--- config.mk ---
export PLATFORM = sky130hd
export DESIGN_NAME = srp_mac
export DESIGN_NICKNAME = d
export VERILOG_FILES = /design/src/hdl/srp_pkg.sv /design/src/hdl/srp_mac.sv
export SDC_FILE = /design/constraint.sdc
export NUM_CORES = 1
export LEC_CHECK = 0
export BUFFER_PORTS_ARGS = -buffer_cell sky130_fd_sc_hd__buf_2
export CAP_MARGIN = 25
export CORE_UTILIZATION = 50
export CTS_CLUSTER_DIAMETER = 200
export DETAILED_ROUTE_END_ITERATION = 6
export PLACE_DENSITY = 0.66
export SKIP_CTS_REPAIR_TIMING = 1
export SLEW_MARGIN = 20
export SYNTH_ARGS = -nofsm -noshare
export SYNTH_HDL_FRONTEND = slang
export SYNTH_SLANG_ARGS = --single-unit
--- constraint.sdc ---
create_clock -name clk -period 7.5 [get_ports clk]
set_input_delay 0.375 -clock clk [delete_from_list [all_inputs] [get_ports clk]]
set_output_delay 0.375 -clock clk [all_outputs]
set_load 0.02 [all_outputs]
--- src/hdl/srp_pkg.sv ---
// srp_pkg: shared types and constants of the sign random projection hash core
// payload structs, sequencer states, multiply-accumulate tags, register and command codes
// no dependencies
`timescale 1ns / 1ps

package srp_pkg;

	// fixed arithmetic widths
	localparam int VALUE_BITS = 16;
	localparam int PROD_W     = 2 * VALUE_BITS;
	localparam int ACC_W      = 48;

	// configuration port
	localparam int CFG_IDX_W  = 1;
	localparam int CFG_DATA_W = 9;
	localparam logic [CFG_IDX_W-1:0] CFG_DIMS  = 1'd0;
	localparam logic [CFG_IDX_W-1:0] CFG_BYTES = 1'd1;
	localparam logic [8:0] DIMS_RESET  = 9'd256;
	localparam logic [3:0] BYTES_RESET = 4'd8;

	// request commands
	localparam logic CMD_WEIGHT = 1'b0;
	localparam logic CMD_EMBED  = 1'b1;

	typedef struct packed {
		logic                         cmd;
		logic [5:0]                   plane;
		logic [7:0]                   dim;
		logic signed [VALUE_BITS-1:0] value;
		logic                         last;
	} srp_in_t;

	typedef struct packed {
		logic [7:0] hash_byte;
		logic [2:0] byte_index;
		logic       last_byte;
	} srp_out_t;

	typedef enum logic [1:0] {
		ST_IDLE,
		ST_ISSUE,
		ST_WAIT,
		ST_PUSH
	} srp_state_t;

	// tag that travels with each product through the shared unit
	typedef struct packed {
		logic valid;
		logic first;
		logic last;
	} mac_tag_t;

	// sign of one finished dot product
	typedef struct packed {
		logic valid;
		logic sign_bit;
	} mac_res_t;

endpackage

--- src/hdl/srp_mac.sv ---
// srp_mac: shared multiply-accumulate unit with sign decision
// tag aligned to registered memory data, product stage, 48-bit accumulator; uses srp_pkg
`timescale 1ns / 1ps

module srp_mac import srp_pkg::*; (
	input  logic                  clk,
	input  logic                  arst_n,
	input  mac_tag_t              issue,
	input  logic [VALUE_BITS-1:0] w_rdata,
	input  logic [VALUE_BITS-1:0] e_rdata,
	output mac_res_t              res
);

	mac_tag_t                 tag_s1;
	mac_tag_t                 tag_s2;
	logic signed [PROD_W-1:0] prod_s2;
	logic signed [ACC_W-1:0]  acc_q;
	logic signed [ACC_W-1:0]  acc_next;
	mac_res_t                 res_q;

	// tags follow the memory read latency
	always_ff @(posedge clk or negedge arst_n) begin
		if (!arst_n) begin
			tag_s1 <= '0;
			tag_s2 <= '0;
		end else begin
			tag_s1 <= issue;
			tag_s2 <= tag_s1;
		end
	end

	// product stage
	always_ff @(posedge clk) begin
		prod_s2 <= $signed(w_rdata) * $signed(e_rdata);
	end

	// accumulate, restart on the first dimension of a plane
	always_comb begin
		if (tag_s2.first) begin
			acc_next = ACC_W'(prod_s2);
		end else begin
			acc_next = acc_q + ACC_W'(prod_s2);
		end
	end

	always_ff @(posedge clk or negedge arst_n) begin
		if (!arst_n) begin
			acc_q <= '0;
			res_q <= '0;
		end else begin
			if (tag_s2.valid) begin
				acc_q <= acc_next;
			end
			res_q.valid    <= tag_s2.valid && tag_s2.last;
			res_q.sign_bit <= (acc_next != '0) && !acc_next[ACC_W-1];
		end
	end

	assign res = res_q;

endmodule

==> impl_results.md <==
- Clk root buf: clkbuf_16
- Die area: 32,600 sq um
- CTS clock-pin slew for the worst setup and hold paths: 0.06 ns
- Top Ports: 39
- EDFF count, synth: 0
- Buf/Inv on CP: 4
- Layout Nets: 2,236
- Primary FF master, synth: dfrtp_1
- CP arrival: 6.52 ns
- TritonRoute pass-1 iters: 5
- R2r endpoint: res[0]$_DFF_PN0_
- Least-Margin Pin Slew: 0.758 ns
- Critical path cell sequence: buf_2 -> nand2_1 -> fa_1 -> fa_1 -> fa_1 -> inv_1 -> fa_1 -> fa_1 -> inv_1 -> fa_1 -> inv_1 -> ha_1 -> a21o_1 -> a221oi_1 -> nor2b_1 -> nand2_1 -> a2bb2oi_1 -> a211oi_1 -> a41o_1 -> o31ai_4 -> o21ai_0 -> a21oi_1 -> xnor2_1
- Die width: 181 microns
- Antenna cells: 0
- Worst reg2reg path depth: 14
- DR iter-0 viols: 779
- Routed Antenna Nets: 0
- Slowest-stage cell, CP: fa_1
- Worst R2R Start: prod_s2[0]$_DFF_P_
- Post-synthesis sequential area ratio: 0.128
- Status: completed
- First-pass GRT wire length: 62,000 microns
- Synth-to-Final Area Change: 4.74%
- HP Class: input port to register
- Synth cell types: 65
- Slew Viols, Final: 0
- Initial antenna violation count: 0
- Final setup fails: 0
- Number of core rows: 64
- Cts bufs inserted: 9
- Vias in the first global route: 12,300
- Clk buf depth: 2
- Fin Clk Skew: 0.00967 ns
- YS warnings: 0
- CTS tree: built
- Post-route minimum period: 6.23 ns
- Height of the chip: 181 microns
- Cell depth of the worst setup path: 23
- GRT overflow: 0
- Required @ worst endpoint: 7.79 ns
- Layout cells sized above 1: 0.0480
- Most frequent cells in the layout: inv_1, fa_1, nand2_1
- Syn_nets: 2,248
- Worst Hold Endpoint: tag_s1[1]$_DFF_PN0_
- CP most frequent cell: fa_1
- CORE AREA: 31,000 sq um
- F_max: 161 MHz
- Crit start category: input port
- Slew margin rel.: 0.495
- Mean Syn Cell Area: 8.76 sq um
- GRT Total Usage: 0.235
- Period utilisation layout: 0.831
- WS Path Type: input port to register
- Remaining DRCs: 0
- Hold_sp: issue[1]
- Final hold violation count: 0
- Maxcap violations: 0
- Ys async rst share: 0.636
- Largest net degree at the start of global routing: 76
- Critical-path maximum fanout: 16
- Vias per inst: 5.44
- R2R Setup Slk: 2.98 ns
- Post-Syn Instances: 1,819
- Fin Setup TNS: 0 ns
- Area of the mapped netlist: 15,900 sq um
- Clk_lat worst skew: 0.36 ns
- Htree depth: 3
- DP HPWL: 30,100 microns
- Port bufs: 38
- Initial Util: 0.514
- Worst Hold Depth: 1
- Largest stage delay on the critical path: 0.53 ns
- Unrepaired setup endpoints after global routing: no
- Commonest non-fill, non-tap cell in the layout: inv_1
- Gpl congestion: 0.938
- Vias: 12,000
- Clock Sinks: 88
- Routed length per instance: 16.5 microns
- Crit end category: register
- #FFs+latches synth: 88
- Cell family with most CP delay: adder cells
- Total Routed Length: 36,500 microns
[sequential cells by signal (all words and copies together), names as in the netlist]
name	count
acc_q	48
prod_s2	32
tag_s1	3
tag_s2	3
res	2
[worst reg2reg max path, cell delays in order (launching register included)]
cell and delay (ns):
dfxtp_1 0.36, ha_1 0.22, inv_1 0.07, fa_1 0.41, nor2b_1 0.21, o31a_1 0.17, o2111ai_1 0.14, and3_1 0.27
or4_1 0.56, a31oi_1 0.23, mux2_2 0.37, a211oi_1 0.49, nand4_1 0.25, nor4_1 0.52, a21oi_1 0.12
[Yosys cell counts, drive strengths merged (5+ instances only)]
| library cell | n | area [sq um] |
|---|---|---|
| inv | 332 | 1250 |
| fa | 263 | 5270 |
| nand2 | 189 | 709 |
| and2 | 133 | 832 |
| ha | 129 | 1610 |
| nor2 | 101 | 379 |
| a21oi | 94 | 470 |
| o21ai | 60 | 300 |
| clkbuf | 57 | 216 |
| dfrtp | 56 | 1400 |
| xnor2 | 39 | 342 |
| dfxtp | 32 | 641 |
| a21o | 27 | 203 |
| xor2 | 27 | 236 |
| nand3 | 24 | 120 |
| a211oi | 17 | 140 |
| nor3 | 16 | 80.1 |
| nand2b | 15 | 93.8 |
| and3 | 14 | 87.6 |
| mux2 | 14 | 158 |
| o21a | 14 | 105 |
| mux2i | 13 | 130 |
| nand4 | 13 | 81.3 |
| nor2b | 12 | 75.1 |
| o211ai | 11 | 82.6 |
| a31oi | 10 | 62.6 |
| buf | 10 | 43.8 |
| o21bai | 10 | 75.1 |
| nor4 | 7 | 50.1 |
| o2111ai | 7 | 61.3 |
| a21boi | 6 | 45.1 |
| o31ai | 6 | 58.8 |
| or2 | 5 | 31.3 |
[cell type report]
cell class | instances | area (sq um)
Clock buffer | 11 | 243
Sequential cell | 88 | 2040
Tap cell | 396 | 495
Inverter | 332 | 1250
Multi-Input combinational cell | 1332 | 12400
Clock inverter | 5 | 38.8
Timing Repair Buffer | 44 | 235
Fill cell | 2864 | 14300
[how the worst max path moves through the flow]
stage | start | end | slack, ns
6_report | e_rdata[1] | prod_s2[29]$_DFF_P_ | 1.27
5_1_grt | e_rdata[1] | prod_s2[31]$_DFF_P_ | 0.89
4_1_cts | e_rdata[1] | prod_s2[31]$_DFF_P_ | 1.30
3_5_place_dp | e_rdata[1] | prod_s2[31]$_DFF_P_ | 0.94
3_3_place_gp | w_rdata[8] | prod_s2[31]$_DFF_P_ | 1.04
2_1_floorplan | w_rdata[11] | prod_s2[31]$_DFF_P_ | 1.43
[layer usage]
metal  track usage  wire, microns  vias up
met5             0              0        -
met4        0.0612            652        0
met3        0.0245           1420       48
met2         0.384          16700      277
met1         0.333          17700     5905
li1              -              -     5783
[logic make-up (layout without fill, tap and decap cells)]
group,count (synthesis),after routing,share of synthesized area
AND/OR/NAND/NOR,544,544,0.167
buffers and inverters,399,392,0.0946
adder cells (fa/ha/maj),392,392,0.432
AO/OA/AOI/OAI,303,303,0.125
flip-flops,88,88,0.128
XOR/XNOR,66,66,0.0363
multiplexers,27,27,0.0181
[metrics by stage]
step / area, sq um / util / setup WS (ns) / hold slack [ns] / cells
after floorplan: 15900 / - / 1.43 / 0.0794 / 1819
after global placement: 16400 / 0.529 / 1.04 / 0.331 / 2192
after CTS: 16700 / 0.538 / 1.30 / 0.114 / 2208
after detailed placement: 16400 / 0.529 / 0.943 / 0.336 / 2192
final: 16700 / 0.538 / 1.27 / 0.125 / 2208
after global routing: 16700 / 0.538 / 0.886 / 0.112 / 2208
Power is left out: the tool's default activity adds up to more than one toggle a clock period on the data nets, which glitch-free logic cannot reach.
