==> src/hdl/srp_pkg.sv <==
// srp_pkg: shared types and constants of the sign random projection hash core
// payload structs, sequencer states, multiply-accumulate tags, register and command codes
// no dependencies
`timescale 1ns / 1ps

package srp_pkg;

	// fixed arithmetic widths
	localparam int VALUE_BITS = 16;
	localparam int PROD_W     = 2 * VALUE_BITS;
	localparam int ACC_W      = 48;

	// configuration port
	localparam int CFG_IDX_W  = 1;
	localparam int CFG_DATA_W = 9;
	localparam logic [CFG_IDX_W-1:0] CFG_DIMS  = 1'd0;
	localparam logic [CFG_IDX_W-1:0] CFG_BYTES = 1'd1;
	localparam logic [8:0] DIMS_RESET  = 9'd256;
	localparam logic [3:0] BYTES_RESET = 4'd8;

	// request commands
	localparam logic CMD_WEIGHT = 1'b0;
	localparam logic CMD_EMBED  = 1'b1;

	typedef struct packed {
		logic                         cmd;
		logic [5:0]                   plane;
		logic [7:0]                   dim;
		logic signed [VALUE_BITS-1:0] value;
		logic                         last;
	} srp_in_t;

	typedef struct packed {
		logic [7:0] hash_byte;
		logic [2:0] byte_index;
		logic       last_byte;
	} srp_out_t;

	typedef enum logic [1:0] {
		ST_IDLE,
		ST_ISSUE,
		ST_WAIT,
		ST_PUSH
	} srp_state_t;

	// tag that travels with each product through the shared unit
	typedef struct packed {
		logic valid;
		logic first;
		logic last;
	} mac_tag_t;

	// sign of one finished dot product
	typedef struct packed {
		logic valid;
		logic sign_bit;
	} mac_res_t;

endpackage

==> src/hdl/srp_ctrl.sv <==
// srp_ctrl: configuration registers, request decode, hash sequencer and result register
// drives srp_store addresses and srp_mac tags; uses srp_pkg
`timescale 1ns / 1ps

module srp_ctrl import srp_pkg::*; #(
	parameter int MAX_DIMS  = 256,
	parameter int MAX_BYTES = 8,
	parameter int WADDR_W   = 14,
	parameter int DIM_W     = 8,
	parameter int BYTE_W    = 3
) (
	input  logic                  clk,
	input  logic                  arst_n,
	input  logic                  cfg_we,
	input  logic [CFG_IDX_W-1:0]  cfg_index,
	input  logic [CFG_DATA_W-1:0] cfg_data,
	input  logic                  item_valid,
	output logic                  item_ready,
	input  srp_in_t               item,
	output logic                  result_valid,
	input  logic                  result_ready,
	output srp_out_t              result,
	output logic                  w_we,
	output logic [WADDR_W-1:0]    w_waddr,
	output logic                  e_we,
	output logic [DIM_W-1:0]      e_waddr,
	output logic [VALUE_BITS-1:0] wdata,
	output logic [WADDR_W-1:0]    w_raddr,
	output logic [DIM_W-1:0]      e_raddr,
	output mac_tag_t              issue,
	input  mac_res_t              res
);

	localparam int PLANES = 8 * MAX_BYTES;

	logic [8:0]         dims_q;
	logic [3:0]         bytes_q;
	srp_state_t         state_q, state_d;
	logic [DIM_W-1:0]   d_q, d_d;
	logic [2:0]         j_q, j_d;
	logic [BYTE_W-1:0]  b_q, b_d;
	logic [WADDR_W-1:0] base_q, base_d;
	logic [7:0]         coll_q, coll_d;
	logic               out_valid_q;
	srp_out_t           out_q;
	logic               accept;
	logic               out_free;
	logic               out_load;
	logic [31:0]        k_eff, nb_eff;
	logic [DIM_W-1:0]   dim_last;
	logic [BYTE_W-1:0]  byte_last;

	// configuration registers
	always_ff @(posedge clk or negedge arst_n) begin
		if (!arst_n) begin
			dims_q  <= DIMS_RESET;
			bytes_q <= BYTES_RESET;
		end else if (cfg_we) begin
			case (cfg_index)
				CFG_DIMS:  dims_q  <= cfg_data;
				CFG_BYTES: bytes_q <= cfg_data[3:0];
				default: ;
			endcase
		end
	end

	// clamp registers to the supported range
	always_comb begin
		if (dims_q == '0) begin
			k_eff = 32'd1;
		end else if (32'(dims_q) > 32'(MAX_DIMS)) begin
			k_eff = 32'(MAX_DIMS);
		end else begin
			k_eff = 32'(dims_q);
		end
		if (bytes_q == '0) begin
			nb_eff = 32'd1;
		end else if (32'(bytes_q) > 32'(MAX_BYTES)) begin
			nb_eff = 32'(MAX_BYTES);
		end else begin
			nb_eff = 32'(bytes_q);
		end
		dim_last  = DIM_W'(k_eff - 32'd1);
		byte_last = BYTE_W'(nb_eff - 32'd1);
	end

	// request decode and memory writes
	assign item_ready = (state_q == ST_IDLE);
	assign accept     = item_valid && item_ready;
	assign w_we       = accept && (item.cmd == CMD_WEIGHT) &&
	                    (32'(item.plane) < 32'(PLANES)) && (32'(item.dim) < 32'(MAX_DIMS));
	assign w_waddr    = WADDR_W'(32'(item.plane) * 32'(MAX_DIMS) + 32'(item.dim));
	assign e_we       = accept && (item.cmd == CMD_EMBED) && (32'(item.dim) < 32'(MAX_DIMS));
	assign e_waddr    = DIM_W'(item.dim);
	assign wdata      = item.value;

	// read addresses and tags toward the shared unit
	assign w_raddr     = base_q + WADDR_W'(d_q);
	assign e_raddr     = d_q;
	assign issue.valid = (state_q == ST_ISSUE);
	assign issue.first = (d_q == '0);
	assign issue.last  = (d_q == dim_last);

	assign out_free = !out_valid_q || result_ready;

	// sequencer: one plane per pass, one result per eight planes
	always_comb begin
		state_d  = state_q;
		d_d      = d_q;
		j_d      = j_q;
		b_d      = b_q;
		base_d   = base_q;
		coll_d   = coll_q;
		out_load = 1'b0;
		case (state_q)
			ST_IDLE: begin
				if (accept && (item.cmd == CMD_EMBED) && item.last) begin
					d_d     = '0;
					j_d     = '0;
					b_d     = '0;
					base_d  = '0;
					state_d = ST_ISSUE;
				end
			end
			ST_ISSUE: begin
				if (d_q == dim_last) begin
					state_d = ST_WAIT;
				end else begin
					d_d = d_q + 1'b1;
				end
			end
			ST_WAIT: begin
				if (res.valid) begin
					coll_d = {coll_q[6:0], res.sign_bit};
					if (j_q == 3'd7) begin
						state_d = ST_PUSH;
					end else begin
						j_d     = j_q + 1'b1;
						d_d     = '0;
						base_d  = base_q + WADDR_W'(MAX_DIMS);
						state_d = ST_ISSUE;
					end
				end
			end
			ST_PUSH: begin
				if (out_free) begin
					out_load = 1'b1;
					j_d      = '0;
					d_d      = '0;
					base_d   = base_q + WADDR_W'(MAX_DIMS);
					if (b_q == byte_last) begin
						state_d = ST_IDLE;
					end else begin
						b_d     = b_q + 1'b1;
						state_d = ST_ISSUE;
					end
				end
			end
			default: state_d = ST_IDLE;
		endcase
	end

	always_ff @(posedge clk or negedge arst_n) begin
		if (!arst_n) begin
			state_q <= ST_IDLE;
			d_q     <= '0;
			j_q     <= '0;
			b_q     <= '0;
			base_q  <= '0;
			coll_q  <= '0;
		end else begin
			state_q <= state_d;
			d_q     <= d_d;
			j_q     <= j_d;
			b_q     <= b_d;
			base_q  <= base_d;
			coll_q  <= coll_d;
		end
	end

	// result register
	always_ff @(posedge clk or negedge arst_n) begin
		if (!arst_n) begin
			out_valid_q <= 1'b0;
		end else if (out_load) begin
			out_valid_q <= 1'b1;
		end else if (result_ready) begin
			out_valid_q <= 1'b0;
		end
	end

	always_ff @(posedge clk) begin
		if (out_load) begin
			out_q.hash_byte  <= coll_q;
			out_q.byte_index <= 3'(b_q);
			out_q.last_byte  <= (b_q == byte_last);
		end
	end

	assign result_valid = out_valid_q;
	assign result       = out_q;

endmodule
==> config.mk <==
export PLATFORM = sky130hd
export DESIGN_NAME = srp_ctrl
export DESIGN_NICKNAME = d
export VERILOG_FILES = /design/src/hdl/srp_pkg.sv /design/src/hdl/srp_ctrl.sv
export SDC_FILE = /design/constraint.sdc
export NUM_CORES = 1
export LEC_CHECK = 0
export BUFFER_PORTS_ARGS = -buffer_cell sky130_fd_sc_hd__buf_2
export CAP_MARGIN = 20
export CORE_UTILIZATION = 30
export CTS_BUF_LIST = sky130_fd_sc_hd__clkbuf_16
export DETAILED_ROUTE_END_ITERATION = 8
export PLACE_DENSITY = 0.6
export RECOVER_POWER = 50
export SLEW_MARGIN = 10
export SYNTH_ARGS = -nofsm -noshare
export SYNTH_HDL_FRONTEND = slang
export SYNTH_SLANG_ARGS = --single-unit
==> constraint.sdc <==
create_clock -name clk -period 3.9 [get_ports clk]
set_clock_uncertainty 0.05 [all_clocks]
set_input_delay 0.78 -clock clk [delete_from_list [all_inputs] [get_ports clk]]
set_output_delay 0.78 -clock clk [all_outputs]
set_load 0.02 [all_outputs]
==> impl_metrics.tcl <==
set metrics [dict create \
    syn_inst 294 \
    start_kind "flop" \
    fp-row-count 36 \
    antenna_cells 0 \
    synth_flop_cell "dfrtp_1" \
    antenna_found_initial 0 \
    grt_pass1_wl_microns 9920 \
    crit_chain "nor4_1 -> a21oi_1 -> ha_1 -> or4b_4 -> o311ai_2 -> xor2_1 -> nor4_1 -> and3_1 -> buf_2" \
    p_clk_share_pct 24.9 \
    cp.required_ps 3070 \
    globalRoute.totalOverflow 0 \
    synth_most_common_cell "dfrtp_1" \
    synth.distinct_cells 50 \
    layout_min_cycle_time_ps 3770 \
    clk-insertion-delay-late_ps 300 \
    seq_area_frac_synth_pct 46.9 \
    dieArea_sq_um 10800 \
    vias 2083 \
    nets 357 \
    track_usage_pct 11.3 \
    synth_seq_cells 56 \
    maxCapViolations 0 \
    htreeDepth 2 \
    netlist.area_leader.share_pct 33.7 \
    p_comb_share_pct 31.6 \
    netSwitchingFraction_pct 37.0 \
    worstPathMaxFanout 5 \
    setup_slack_ps 133 \
    rsz0062_at_grt "no" \
    preCtsSetupSlack_ps 299 \
    grt_pass1_vias 2000 \
    multi_input_area_sq_um 1220 \
    finalHoldViolations 0 \
    dpl_cell_area_sq_um 3190 \
    fillers 1039 \
    critPathSlowestCell "dfstp_2" \
    hold_buffers 0 \
    vdd.ir_drop.worst_uv 234 \
    hold_class "reg -> reg" \
    maxSlewViolCount 0 \
    drc 0 \
    cp.arrival_ps 2940 \
    start_util_pct 31.5 \
    crit_buf_inv 1 \
    setup_tns_ps 0 \
    synthArstFlopShare_pct 78.6 \
    cts_root_buf "clkbuf_16" \
    die_x_microns 104 \
    place.gp.congestion 0.813 \
    crit_family "simple AND/OR/NAND/NOR gates" \
    tightest_slew_ps 1260 \
    cts.reportedPaths.clkPinSlew_ps 80 \
    area_growth_syn_to_layout_pct 7.66 \
    die_y_microns 104 \
    port_buffers 59 \
    syn-cell-area_sq_um 3120 \
    p_int_mw 1.19 \
    fin_crit_sh_pct 96.6 \
    setup_viol 0 \
    netlist_top_cells_count "42 x dfrtp_1, 41 x buf_4, 23 x mux2_2" \
    vias_per_cell 4.80 \
    path_class "reg -> out" \
    status "completed" \
    cts_buffers 5 \
    fmax_mhz 265 \
    yosysWarningCount 0 \
    power.density_nw_per_um2 561 \
    critPathMaxStageDelay_ps 570 \
    postRouteAntennaNets 0 \
    synth.avg_cell_area_sq_um 10.6 \
    synth_top_area_cell "dfrtp_1" \
    seqPwrFrac_pct 43.5 \
    ios 128 \
    cts_sinks 56 \
    cts_tree "yes" \
    p_leak_nw 1.53 \
    first_pass_iters 6 \
    endpoint_kind "output port" \
    totalWireLength_microns 5990 \
    synth_edf_count 12 \
    drive_gt1_share_pct 33.2 \
    final_cell_area_sq_um 3360 \
    synth_nets 351 \
    cpMostUsedCell "nor4_1" \
    seq_area_sq_um 1470 \
    first_iter_violations 83 \
    p_sw_mw 0.698 \
    core_area_sq_um 9910 \
    clockBufferDepth 2 \
    relSlewSlack_pct 16.0 \
    synthTopCellsByArea "dfrtp_1 34%, edfxtp_1 12%, buf_4 9.9%" \
    grt_max_degree 45 \
    hpwl_microns 4340 \
    wl_per_cell_microns 13.8 \
]
==> power groups by stage <==
| stage | registers, mW | logic (mW) | clock network, mW |
|---|---|---|---|
| floorplan | 0.797 | 0.530 | 0 |
| global placement | 0.832 | 0.579 | 0 |
| detailed placement | 0.837 | 0.590 | 0 |
| CTS | 0.820 | 0.600 | 0.477 |
| global route | 0.841 | 0.661 | 0.500 |
| finish | 0.821 | 0.595 | 0.469 |
==> cell families (layout without fill, tap and decap cells) <==
logic type | after synthesis | after routing | share of synthesized area (%)
multiplexers | 24 | 24 | 8.62
buffers and inverters | 74 | 81 | 14.2
adder cells (fa/ha/maj) | 8 | 8 | 3.21
AND/OR/NAND/NOR | 74 | 74 | 12.8
XOR/XNOR | 18 | 18 | 5.05
AO/OA/AOI/OAI | 40 | 40 | 9.22
flip-flops | 56 | 56 | 46.9
==> stage by stage <==
stage                     hold WS, ps  utilization (%)  power (mW)  cells
after floorplan                   369                -        1.33    294
after global placement            379             32.2        1.41    424
after detailed placement          382             32.2        1.43    424
after CTS                         402             33.8        1.90    433
after global routing              422             33.9        2.00    434
final                             398             33.9        1.88    434
==> flip-flops by register name, indices dropped and copies added, names as in the netlist, 3 cells and up <==
register,cells
coll_q,8
bytes_q,4
b_q,3
base_q,6
e_raddr,8
j_q,3
dims_q,9
result,12
==> worst paths after layout <==
check / slack (ps) / from / end / cells after the start
worst min-delay path: 400 / coll_q[7] / result[11] / 0
worst max-delay path: 130 / dims_q[8] / issue[0] / 9
worst max register to register: 650 / dims_q[8] / e_raddr[7] / 10
worst min register to register: 400 / coll_q[7] / result[11] / 0
max in group asynchronous: 1400 / arst_n / state_q[1] / 2
min in group asynchronous: 680 / arst_n / coll_q[1] / 1
==> final cells by class <==
type / instances / area share (%)
Tap cell: 133 / 4.95
Clock inverter: 3 / 0.819
Timing Repair Buffer: 63 / 9.42
Clock buffer: 5 / 3.72
Sequential cell: 56 / 43.6
Multi-Input combinational cell: 164 / 36.4
Inverter: 10 / 1.12
==> per-layer routing <==
layer / global-route usage [%] / part of all wire [%]
met4: 3.88 / 1.3
met1: 14.7 / 46
met3: 2.69 / 5.8
met2: 18.3 / 47
met5: 0 / 0
==> cell usage in the layout, fill, tap and decap left out, types with 5 or more instances in the layout <==
cell type  count
buf_2         58
dfrtp_1       41
mux2_2        23
nand2_1       21
edfxtp_1      12
nor2_1        11
xor2_1        11
inv_1         10
a21oi_1        8
ha_1           8
xnor2_1        7
nor2b_1        6
o31ai_1        5
or3_1          5
nand4_1        5
o21ai_0        5
clkbuf_16      5
==> what timing repair did <==
action,4_1_cts,5_1_grt
pin swaps,0,0
gates cloned,0,0
buffers inserted,1,0
endpoints found under the setup margin,1,1
gates resized for setup,0,2
No activity file was read; power rests on OpenSTA's default activity.
